**src/rtl/bal_pkg.sv**
```systemverilog
// ----------------------------------------------------------------------------
// bal_pkg
// Types and codes shared by the bounded array list and its testbench.
// ----------------------------------------------------------------------------
package bal_pkg;

    typedef logic [2:0] kind_t;
    typedef logic [2:0] status_t;

    localparam kind_t KIND_PUSH   = 3'd0;
    localparam kind_t KIND_POP    = 3'd1;
    localparam kind_t KIND_INSERT = 3'd2;
    localparam kind_t KIND_ERASE  = 3'd3;
    localparam kind_t KIND_READ   = 3'd4;
    localparam kind_t KIND_WRITE  = 3'd5;
    localparam kind_t KIND_RESIZE = 3'd6;
    localparam kind_t KIND_CLEAR  = 3'd7;

    localparam status_t ST_OK        = 3'd0;
    localparam status_t ST_BAD_INDEX = 3'd1;
    localparam status_t ST_FULL      = 3'd2;
    localparam status_t ST_EMPTY     = 3'd3;
    localparam status_t ST_BAD_SIZE  = 3'd4;

    localparam int WORD_W  = 64;
    localparam int INDEX_W = 8;
    localparam int COUNT_W = 7;

    typedef struct packed {
        kind_t               kind;
        logic [INDEX_W-1:0]  index;
        logic [INDEX_W-1:0]  new_size;
        logic [WORD_W-1:0]   value;
    } req_t;

    typedef struct packed {
        logic [WORD_W-1:0]   read_value;
        status_t             status;
        logic [COUNT_W-1:0]  count;
    } rsp_t;

endpackage

```
**src/rtl/bal_ram.sv**
```systemverilog
// ----------------------------------------------------------------------------
// bal_ram
// Simple dual-port RAM: one write port, one read port with registered data.
// ----------------------------------------------------------------------------
module bal_ram #(
    parameter int WIDTH = 64,
    parameter int DEPTH = 64,
    localparam int AW = (DEPTH > 1) ? $clog2(DEPTH) : 1
) (
    input  logic             clk,
    input  logic             we,
    input  logic [AW-1:0]    waddr,
    input  logic [WIDTH-1:0] wdata,
    input  logic [AW-1:0]    raddr,
    output logic [WIDTH-1:0] rdata
);

    logic [WIDTH-1:0] mem [DEPTH];

    always_ff @(posedge clk)
    begin
        if (we)
        begin
            mem[waddr] <= wdata;
        end
        rdata <= mem[raddr];
    end

endmodule

```
**src/rtl/bounded_array_list.sv**
```systemverilog
// Sequence: each operation is taken in S_IDLE, carried out in S_EXEC and answered
// from S_FIN, which waits while the result word is stalled. Read passes through
// S_READ, insert through S_SHIFT and S_PUT, erase through S_SHIFT (but for the last
// word), moving each word through the RAM; the rest and any error go on to S_FIN.
// One operation is handled at a time. Reset: count goes to zero and a clearing pass
// writes zero to all CAPACITY slots, one per cycle; req_stall stays high until it ends.
// ----------------------------------------------------------------------------
// bounded_array_list
// Fixed-capacity ordered list of 64-bit words with a live count, stored in a
// RAM and shifted one word per cycle by a small sequencer.
// ----------------------------------------------------------------------------
module bounded_array_list #(
    parameter int CAPACITY = 64
) (
    input  logic          clk,
    input  logic          rst_n,
    input  logic          req_valid,
    output logic          req_stall,
    input  bal_pkg::req_t req,
    output logic          rsp_valid,
    input  logic          rsp_stall,
    output bal_pkg::rsp_t rsp
);

    import bal_pkg::*;

    localparam int AW   = (CAPACITY > 1) ? $clog2(CAPACITY) : 1;
    localparam int CW   = $clog2(CAPACITY + 1);
    localparam int CMPW = (CW > INDEX_W) ? CW : INDEX_W;

    typedef enum logic [6:0] {
        S_CLEAR = 7'b0000001,
        S_IDLE  = 7'b0000010,
        S_EXEC  = 7'b0000100,
        S_READ  = 7'b0001000,
        S_SHIFT = 7'b0010000,
        S_PUT   = 7'b0100000,
        S_FIN   = 7'b1000000
    } state_t;

    state_t              state_reg, state_next;
    kind_t               kind_reg, kind_next;
    logic [INDEX_W-1:0]  index_reg, index_next;
    logic [INDEX_W-1:0]  size_reg, size_next;
    logic [WORD_W-1:0]   value_reg, value_next;
    logic [CW-1:0]       count_reg, count_next;
    status_t             status_reg, status_next;
    logic [WORD_W-1:0]   rdval_reg, rdval_next;
    logic [AW-1:0]       ptr_reg, ptr_next;
    logic [AW-1:0]       end_reg, end_next;
    logic [AW-1:0]       wa_reg, wa_next;
    logic                pend_reg, pend_next;
    logic                last_reg, last_next;
    logic                up_reg, up_next;
    logic                rsp_valid_reg, rsp_valid_next;
    rsp_t                rsp_reg, rsp_next;

    logic                mem_we;
    logic [AW-1:0]       mem_waddr;
    logic [WORD_W-1:0]   mem_wdata;
    logic [AW-1:0]       mem_raddr;
    logic [WORD_W-1:0]   mem_rdata;

    logic [CMPW-1:0]     idx_ext;
    logic [CMPW-1:0]     cnt_ext;
    logic [CMPW-1:0]     size_ext;
    logic [AW-1:0]       idx_a;
    logic [AW-1:0]       cnt_a;
    logic [AW-1:0]       cnt_m1_a;
    logic                idx_bad;
    logic                is_full;
    logic                rsp_free;

    bal_ram #(
        .WIDTH (WORD_W),
        .DEPTH (CAPACITY)
    ) u_store (
        .clk   (clk),
        .we    (mem_we),
        .waddr (mem_waddr),
        .wdata (mem_wdata),
        .raddr (mem_raddr),
        .rdata (mem_rdata)
    );

    assign idx_ext  = CMPW'(index_reg);
    assign cnt_ext  = CMPW'(count_reg);
    assign size_ext = CMPW'(size_reg);
    assign idx_a    = idx_ext[AW-1:0];
    assign cnt_a    = AW'(count_reg);
    assign cnt_m1_a = AW'(count_reg - CW'(1));
    assign idx_bad  = idx_ext >= cnt_ext;
    assign is_full  = count_reg >= CW'(CAPACITY);
    assign rsp_free = !rsp_valid_reg || !rsp_stall;

    assign req_stall = (state_reg != S_IDLE);
    assign rsp_valid = rsp_valid_reg;
    assign rsp       = rsp_reg;

    always_comb
    begin
        state_next     = state_reg;
        kind_next      = kind_reg;
        index_next     = index_reg;
        size_next      = size_reg;
        value_next     = value_reg;
        count_next     = count_reg;
        status_next    = status_reg;
        rdval_next     = rdval_reg;
        ptr_next       = ptr_reg;
        end_next       = end_reg;
        wa_next        = wa_reg;
        pend_next      = pend_reg;
        last_next      = last_reg;
        up_next        = up_reg;
        rsp_valid_next = rsp_valid_reg;
        rsp_next       = rsp_reg;
        mem_we         = 1'b0;
        mem_waddr      = ptr_reg;
        mem_wdata      = '0;
        mem_raddr      = ptr_reg;

        if (rsp_valid_reg && !rsp_stall)
        begin
            rsp_valid_next = 1'b0;
        end

        unique case (state_reg)
            S_CLEAR:
            begin
                mem_we    = 1'b1;
                mem_waddr = ptr_reg;
                if (ptr_reg == AW'(CAPACITY - 1))
                begin
                    state_next = S_IDLE;
                end
                else
                begin
                    ptr_next = ptr_reg + AW'(1);
                end
            end

            S_IDLE:
            begin
                if (req_valid)
                begin
                    kind_next  = req.kind;
                    index_next = req.index;
                    size_next  = req.new_size;
                    value_next = req.value;
                    state_next = S_EXEC;
                end
            end

            S_EXEC:
            begin
                status_next = ST_OK;
                rdval_next  = '0;
                state_next  = S_FIN;
                unique case (kind_reg)
                    KIND_PUSH:
                    begin
                        if (is_full)
                        begin
                            status_next = ST_FULL;
                        end
                        else
                        begin
                            mem_we     = 1'b1;
                            mem_waddr  = cnt_a;
                            mem_wdata  = value_reg;
                            count_next = count_reg + CW'(1);
                        end
                    end
                    KIND_POP:
                    begin
                        if (count_reg == '0)
                        begin
                            status_next = ST_EMPTY;
                        end
                        else
                        begin
                            mem_we     = 1'b1;
                            mem_waddr  = cnt_m1_a;
                            count_next = count_reg - CW'(1);
                        end
                    end
                    KIND_INSERT:
                    begin
                        if (idx_bad)
                        begin
                            status_next = ST_BAD_INDEX;
                        end
                        else if (is_full)
                        begin
                            status_next = ST_FULL;
                        end
                        else
                        begin
                            // move words from count-1 down to index up by one
                            ptr_next   = cnt_m1_a;
                            end_next   = idx_a;
                            up_next    = 1'b1;
                            pend_next  = 1'b0;
                            last_next  = 1'b0;
                            count_next = count_reg + CW'(1);
                            state_next = S_SHIFT;
                        end
                    end
                    KIND_ERASE:
                    begin
                        if (idx_bad)
                        begin
                            status_next = ST_BAD_INDEX;
                        end
                        else
                        begin
                            count_next = count_reg - CW'(1);
                            if (idx_ext == cnt_ext - CMPW'(1))
                            begin
                                // erasing the last word leaves zero behind
                                mem_we    = 1'b1;
                                mem_waddr = idx_a;
                            end
                            else
                            begin
                                // old last word stays in its slot
                                ptr_next   = idx_a + AW'(1);
                                end_next   = cnt_m1_a;
                                up_next    = 1'b0;
                                pend_next  = 1'b0;
                                last_next  = 1'b0;
                                state_next = S_SHIFT;
                            end
                        end
                    end
                    KIND_READ:
                    begin
                        if (idx_bad)
                        begin
                            status_next = ST_BAD_INDEX;
                        end
                        else
                        begin
                            mem_raddr  = idx_a;
                            state_next = S_READ;
                        end
                    end
                    KIND_WRITE:
                    begin
                        if (idx_bad)
                        begin
                            status_next = ST_BAD_INDEX;
                        end
                        else
                        begin
                            mem_we    = 1'b1;
                            mem_waddr = idx_a;
                            mem_wdata = value_reg;
                        end
                    end
                    KIND_RESIZE:
                    begin
                        if (size_ext > CMPW'(CAPACITY))
                        begin
                            status_next = ST_BAD_SIZE;
                        end
                        else
                        begin
                            count_next = CW'(size_ext);
                        end
                    end
                    KIND_CLEAR:
                    begin
                        count_next = '0;
                    end
                    default:
                    begin
                        state_next = S_FIN;
                    end
                endcase
            end

            S_READ:
            begin
                rdval_next = mem_rdata;
                state_next = S_FIN;
            end

            S_SHIFT:
            begin
                // read one slot per cycle and write it in the following cycle one place over
                if (pend_reg)
                begin
                    mem_we    = 1'b1;
                    mem_waddr = wa_reg;
                    mem_wdata = mem_rdata;
                end
                if (!last_reg)
                begin
                    mem_raddr = ptr_reg;
                    wa_next   = up_reg ? (ptr_reg + AW'(1)) : (ptr_reg - AW'(1));
                    pend_next = 1'b1;
                    if (ptr_reg == end_reg)
                    begin
                        last_next = 1'b1;
                    end
                    else
                    begin
                        ptr_next = up_reg ? (ptr_reg - AW'(1)) : (ptr_reg + AW'(1));
                    end
                end
                else
                begin
                    pend_next  = 1'b0;
                    last_next  = 1'b0;
                    state_next = up_reg ? S_PUT : S_FIN;
                end
            end

            S_PUT:
            begin
                mem_we     = 1'b1;
                mem_waddr  = idx_a;
                mem_wdata  = value_reg;
                state_next = S_FIN;
            end

            S_FIN:
            begin
                if (rsp_free)
                begin
                    rsp_valid_next      = 1'b1;
                    rsp_next.read_value = rdval_reg;
                    rsp_next.status     = status_reg;
                    rsp_next.count      = COUNT_W'(count_reg);
                    state_next          = S_IDLE;
                end
            end

            default:
            begin
                state_next = S_IDLE;
            end
        endcase
    end

    always_ff @(posedge clk or negedge rst_n)
    begin
        if (!rst_n)
        begin
            state_reg     <= S_CLEAR;
            count_reg     <= '0;
            ptr_reg       <= '0;
            pend_reg      <= 1'b0;
            last_reg      <= 1'b0;
            up_reg        <= 1'b0;
            rsp_valid_reg <= 1'b0;
        end
        else
        begin
            state_reg     <= state_next;
            count_reg     <= count_next;
            ptr_reg       <= ptr_next;
            pend_reg      <= pend_next;
            last_reg      <= last_next;
            up_reg        <= up_next;
            rsp_valid_reg <= rsp_valid_next;
        end
    end

    always_ff @(posedge clk)
    begin
        kind_reg   <= kind_next;
        index_reg  <= index_next;
        size_reg   <= size_next;
        value_reg  <= value_next;
        status_reg <= status_next;
        rdval_reg  <= rdval_next;
        end_reg    <= end_next;
        wa_reg     <= wa_next;
        rsp_reg    <= rsp_next;
    end

endmodule

```
**config.mk**
```make
export PLATFORM = sky130hd
export DESIGN_NAME = bounded_array_list
export DESIGN_NICKNAME = d
export VERILOG_FILES = /design/src/rtl/bal_pkg.sv /design/src/rtl/bal_ram.sv /design/src/rtl/bounded_array_list.sv
export SDC_FILE = /design/constraint.sdc
export NUM_CORES = 2
export LEC_CHECK = 0
export BUFFER_PORTS_ARGS = -buffer_cell sky130_fd_sc_hd__buf_2
export CAP_MARGIN = 40
export CELL_PAD_IN_SITES_DETAIL_PLACEMENT = 1
export CELL_PAD_IN_SITES_GLOBAL_PLACEMENT = 2
export CORE_MARGIN = 4
export CORE_UTILIZATION = 25
export DETAILED_ROUTE_END_ITERATION = 16
export PLACE_DENSITY_LB_ADDON = 0.1
export SLEW_MARGIN = 20
export SYNTH_ARGS = -nofsm -noshare
export SYNTH_HDL_FRONTEND = slang
export SYNTH_SLANG_ARGS = --single-unit
```
**constraint.sdc**
```tcl
create_clock -name clk -period 6 [get_ports clk]
set_input_delay 1.2 -clock clk [delete_from_list [all_inputs] [get_ports clk]]
set_output_delay 1.2 -clock clk [all_outputs]
set_load 0.01 [all_outputs]
```
Word-level counts from Yosys, hierarchy flattened

Memories as Yosys holds them, arrays and structs flattened. A register that Yosys moved wholly into a read port is not among the register bits.
Index checks and enable logic that the tools add are counted.

Register bits: 260
Bits in writable memories: 4,096
Input bits: 87
Output and inout port bits: 76
Word-level logic and storage cells: 169
Memories: 1

Add/sub/neg operators: 6
Order comparisons: 3
Equality and inequality tests: 36
Mux-type cells: 82
Bitwise logic cells: 1
Reduce and logical (&&, ||, !) cells: 22

Memory list:

| memory      | words | width | read ports | clocked after memory_dff | write ports | RTL line      | RTL |
|---|---|---|---|---|---|---|---|
| u_store.mem | 64    | 64    | 1          | 1                        | 1           | bal_ram.sv:18 | `logic [WIDTH-1:0] mem [DEPTH];` |

Operators with widths:

| operator                                                                         | count |
|---|---|
| 64-bit one-hot mux with 2 select lines                                           | 2 |
| 64-bit 2-to-1 mux                                                                | 3 |
| 64-bit one-hot mux with 3 select lines                                           | 1 |
| 6-bit 2-to-1 mux                                                                 | 21 |
| 7-bit 2-to-1 mux                                                                 | 15 |
| 7-bit one-hot mux with 6 select lines                                            | 2 |
| 6-bit one-hot mux with 3 select lines                                            | 2 |
| 2-bit inequality test (second input constant)                                    | 13 |
| 6-bit one-hot mux with 2 select lines                                            | 2 |
| 6-bit one-hot mux with 4 select lines                                            | 1 |
| 1-bit 2-to-1 mux                                                                 | 21 |
| 7-bit one-hot mux with 3 select lines                                            | 1 |
| 6-bit AND reduction                                                              | 3 |
| 3-bit one-hot mux with 5 select lines                                            | 1 |
| 6-bit by 1-bit adder with 6-bit output (second input constant)                   | 2 |
| 3-bit equality test (second input constant)                                      | 4 |
| 3-bit inequality test (second input constant)                                    | 4 |
| 9-bit AND reduction                                                              | 1 |
| 8-bit equality test                                                              | 1 |
| 8-bit by 7-bit >= comparator with 1-bit output                                   | 1 |
| 8-bit by 7-bit greater-than comparator with 1-bit output (second input constant) | 1 |
| 1-bit one-hot mux with 2 select lines                                            | 4 |
| 7-bit by 1-bit subtractor with 8-bit output (second input constant)              | 1 |
| 7-bit by 1-bit adder with 7-bit output (second input constant)                   | 1 |
| 33 further kinds                                                                 | 42 |

Depth between registers and ports, before layout

Word-level depth: 8
Mapped depth: 17
Gate-level depth less buffers: 11

By module

A second synthesis with hierarchy kept.

Cells, all modules: 7,701
Area, all modules: 168,571.7 um2

By module, submodules not included:

| module             | instances | cells each | area each (um2) |
|---|---|---|---|
| bal_ram            | 1         | 6,812      | 156,888.0 |
| bounded_array_list | 1         | 889        | 11,683.7 |

Least setup slack after synthesis

No wires, ideal clock.

Path type: reg-to-reg
Start: register count_reg[6]
End: memory u_store.mem[20][0], enable pin
Library setup time: 487 ps
Arrival: 5,885 ps
Required time: 5,513 ps
Path slack: -372 ps
Cell stages (with the launch flop): 15
Path buffers: 3
Period minus slack after synthesis: 6,372 ps
Cells stage by stage: dfrtp_1 -> buf_2 -> inv_1 -> ha_1 -> nand3_1 -> o221ai_1 -> a21oi_1 -> clkbuf_1 -> mux2i_1 -> o2111ai_1 -> o31ai_2 -> o211ai_1 -> or2_2 -> clkbuf_1 -> nor2_1

Longest elaborated chain between the ends: 8
Elaborated cells between the ends (all ways): 21
Those cells by class: add/sub: 1; order compare: 2; eq/ne: 1; mux: 16; reduce/logical: 1

Ends and longest elaborated chain:

| element                                     | RTL line                  | RTL |
|---|---|---|
| from (decl)                                 | bounded_array_list.sv:46  | `logic [CW-1:0] count_reg, count_next;` |
| from (signal assigned)                      | bounded_array_list.sv:363 | `count_reg <= count_next;` |
| 7-bit by 1-bit subtractor with 8-bit output | bounded_array_list.sv:219 | `if (idx_ext == cnt_ext - CMPW'(1))` |
| 8-bit equality test                         | bounded_array_list.sv:219 |  |
| 1-bit 2-to-1 mux                            | bounded_array_list.sv:219 |  |
| 1-bit 2-to-1 mux                            | bounded_array_list.sv:212 | `if (idx_bad)` |
| 1-bit one-hot mux with 4 select lines       | bounded_array_list.sv:160 | `unique case (kind_reg)` |
| 1-bit one-hot mux with 3 select lines       | bounded_array_list.sv:128 | `unique case (state_reg)` |
| 1-bit 2-to-1 mux                            | bal_ram.sv:22             | `if (we)` |
| 1-bit 2-to-1 mux (not written as such)      | bal_ram.sv:24             | `mem[waddr] <= wdata;` |
| to (decl)                                   | bal_ram.sv:18             |  |

Parallel ways exist; a longest one is shown, timed or not.

Final worst setup path

Start: register count_reg[6]
End: memory u_store.mem[24][11], enable pin

Same word-level chain as after synthesis.

==> summary.md <==
| Metric | Value |
|---|---|
| Status | `finished clean` |
| CTS Buf Count | `544` |
| Max FO, Critical Path | `16` |
| Reg2reg end | `u_store.mem[24][11]` |
| Critical Path Sink Type | `flop` |
| Average size of a mapped cell | `around 15 um2` |
| Mapped Nets | `roughly 11k` |
| PwrDens | `a little over 400 nW/um2` |
| Fin. Hold Viols | `0` |
| DR WL/cell | `approximately 34 um` |
| Drt drc | `0` |
| Sequential fraction of the synthesis area | `approximately 78%` |
| Initial drt markers | `8989` |
| Synth warn | `0` |
| Core Area | `roughly 680000 um2` |
| Worst-skew pair later-pin latency | `1.09 ns` |
| Main combinational cell family by area after synthesis | `simple AND/OR/NAND/NOR gates` |
| Fin nets | `about 12k` |
| Yosys reg bits | `~4.4k` |
| RSZ-0062 raised after global routing | `no` |
| Post-layout minimum cycle time | `~5.4 ns` |
| Max FFs per register | `a little over 4k` |
| Max Slew Vio Count | `0` |
| H-tree depth | `6` |
| Grt total ovfl | `0` |
| Cell count after synthesis | `10.9k` |
| Synth top area cells | `edfxtp_1 (77%), mux2i_1 (6.1%), nand2_1 (4.2%), nand3_1 (2.4%), o22ai_1 (2.2%)` |
| Hold WS | `between 0.3 and 0.4 ns` |
| Synth unique cells | `91` |
| IO buf count | `about 160` |
| Vias in the first global route | `109k` |
| DRT Wirelength | `731000 um` |
| Ys flop type | `edfxtp_1` |
| Post-Syn Area | `around 170000 um2` |
| FMAX | `about 190 MHz` |
| Die H | `831 um` |
| Via Count | `104k` |
| Final worst-path cycle share | `90.1%` |
| Gp weighted congestion | `roughly 0.78` |
| Leak | `roughly 0.071 uW` |
| Cell accounting for the most synthesized area | `edfxtp_1` |
| Adder-cell share of the synthesized area | `less than 1%` |
| Post-DP HPWL | `between 400000 and 500000 um` |
| Max-Cap Viols | `0` |
| Seq. cell area | `roughly 130000 um2` |
| CP required | `a little under 7 ns` |
| Ys async rst share | `0.543%` |
| Final Util | `between 30% and 40%` |
| Area delta synth->final | `24.1%` |
| Setup bufs post-CTS | `0` |
| Clock tree from TritonCTS | `yes` |
| Worst hold path type | `in2reg` |
| Clock Path Buffers | `4` |
| Xor/xnor share of the synthesized area | `less than 1%` |
| Sink Count | `around 4.4k` |
| Skew final | `slightly below 0.07 ns` |
| Critical Path AT | `approximately 6.1 ns` |
| Crit start category | `flop` |
| Number of synthesized flops with an enable pin | `approximately 4.3k` |
| Count leader, synth | `edfxtp_1` |
| First-pass GRT wire length | `986000 um` |
| Post-synthesis simple-gate area fraction | `around 8.9%` |
| CTS Root Buffer Type | `clkbuf_16` |
| Initial antenna violation count | `63` |
| Reg-to-reg critical path startpoint | `count_reg[6]` |
| FF-to-FF path depth | `16` |
| Endpoints failing setup | `0` |
| Maximum vdd drop | `~300 uV` |
| CP endpoint | `u_store.mem[24][11]` |
| Largest net degree at the start of global routing | `76` |
| # IOs | `around 160` |
| Die Width | `a little over 800 um` |
| Row count | `between 300 and 400` |
| Share of cells above drive strength 1 | `between 15 and 20%` |
| Worst Max-Slew Pin Slew | `slightly above 0.9 ns` |
| Clock Pin Slew Worst Setup and Hold Paths | `about 0.060 ns` |
| Synth cell count leaders | `edfxtp_1 (4332), nand2_1 (1900), mux2i_1 (1038), nand3_1 (808), o22ai_1 (607)` |
| WS Path Type | `reg2reg` |
| Worst Setup SP | `count_reg[6]` |
| Initial Util | `between 20% and 30%` |
| Mux share of post-synthesis cell area | `6.15%` |
| Die ar. | `691000 um2` |
| Filler cell count | `just under 70k` |
| GRT Resource Usage Total | `between 20% and 30%` |
| Drt pass-1 iters | `6` |
| Compound-Gate Fraction of Synth Area | `between 5 and 6%` |
| Vias per Instance | `about 4.8` |
| Post-synth top area share | `between 70% and 80%` |
| R2R Setup Slk | `roughly 0.60 ns` |
| Post-route ant nets | `0` |
| Max_slew headroom | `around 38%` |
| Multi-input gate area | `35600 um2` |
[area by class of cell]
| cell class | count | share of cell area (%) |
|---|---|---|
| Sequential cell | 4420 | 62.7 |
| Clock buffer | 715 | 6.96 |
| Antenna cell | 8 | 0.00951 |
| Inverter | 22 | 0.0392 |
| Multi-Input combinational cell | 5834 | 16.9 |
| Timing Repair Buffer | 1209 | 6.68 |
| Tap cell | 8968 | 5.33 |
| Clock inverter | 256 | 1.33 |
[cells in the final DEF (no fill, tap or decap), types with 64 or more instances in the layout]
master	netlist	layout
a21oi_1	69	68
a31oi_1	163	162
and2_1	67	67
buf_12	0	429
buf_2	262	165
buf_4	18	611
clkbuf_1	332	143
clkbuf_16	0	554
clkinv_1	1	91
clkinv_2	0	69
dfxtp_1	64	64
edfxtp_1	4332	4332
mux2i_1	1038	1032
nand2_1	1900	1897
nand3_1	808	808
nand4_1	230	230
nor2_1	205	139
nor2_4	0	67
o21ai_0	274	264
o22ai_1	607	607
[through the flow]
stage	cell area, um2	std cells	setup slack, ns	total power, uW	TNS, ns
after global routing	210000	21400	0.461	88600	0
final	210000	21400	0.595	85100	0
after floorplan	170000	10900	-0.372	44000	-624.01
after detailed placement	193000	20500	0.631	53600	0
after global placement	193000	20400	0.196	53600	0
after CTS	210000	21400	0.596	86500	0
[critical path, cell delays in order, from the launching register on]
cell and delay, ns:
dfrtp_1 0.67, inv_1 0.28, ha_1 0.37, nand3_1 0.13, o221ai_1 0.13, buf_4 0.20, a21oi_1 0.36, o21bai_1 0.25
a222oi_1 0.44, a2bb2oi_1 0.20, o211ai_1 0.37, buf_4 0.31, nand4b_1 0.18, buf_4 0.24, nor2_4 0.34, buf_12 0.28
buf_12 0.22
[worst min-delay path by stage]
stage	from	to	slack (ns)	depth (start not counted)
after global placement	rdval_reg[4]	rsp[14]	0.40	0
after CTS	rst_n	count_reg[2]	0.14	1
after global routing	req[6]	value_reg[6]	0.23	1
after floorplan	rdval_reg[0]	rsp[10]	0.40	0
final	req[37]	value_reg[37]	0.31	1
after detailed placement	rdval_reg[27]	rsp[37]	0.41	0
[power breakdown]
group	leakage (uW)	switching [uW]	internal, uW
clock network	0.00846	13600	18900
registers	0.0352	996	34400
logic	0.0270	11800	5490
[layer usage]
metal / global-route usage [%] / wire, um / share of wire [%]
met1: 29.3 / 343000 / 47
met2: 34.1 / 346000 / 47
met3: 2.18 / 26600 / 3.6
met4: 4.13 / 15400 / 2.1
met5: 0 / 13 / 0.0018
[kinds of logic after synthesis]
logic type,Yosys count
muxes,1041
AOI/OAI and AO/OA,1355
xor gates and xnor gates,30
buffers and inverters,685
DFF,4420
and+or+nand+nor,3396
adders and majority gates,12
[what timing repair did]
item | CTS | global route
gates resized for setup | 0 | 0
endpoints found under the hold margin | 0 | 7
hold buffers | 0 | 1
Note: power is estimated with default switching activity, not from simulation.
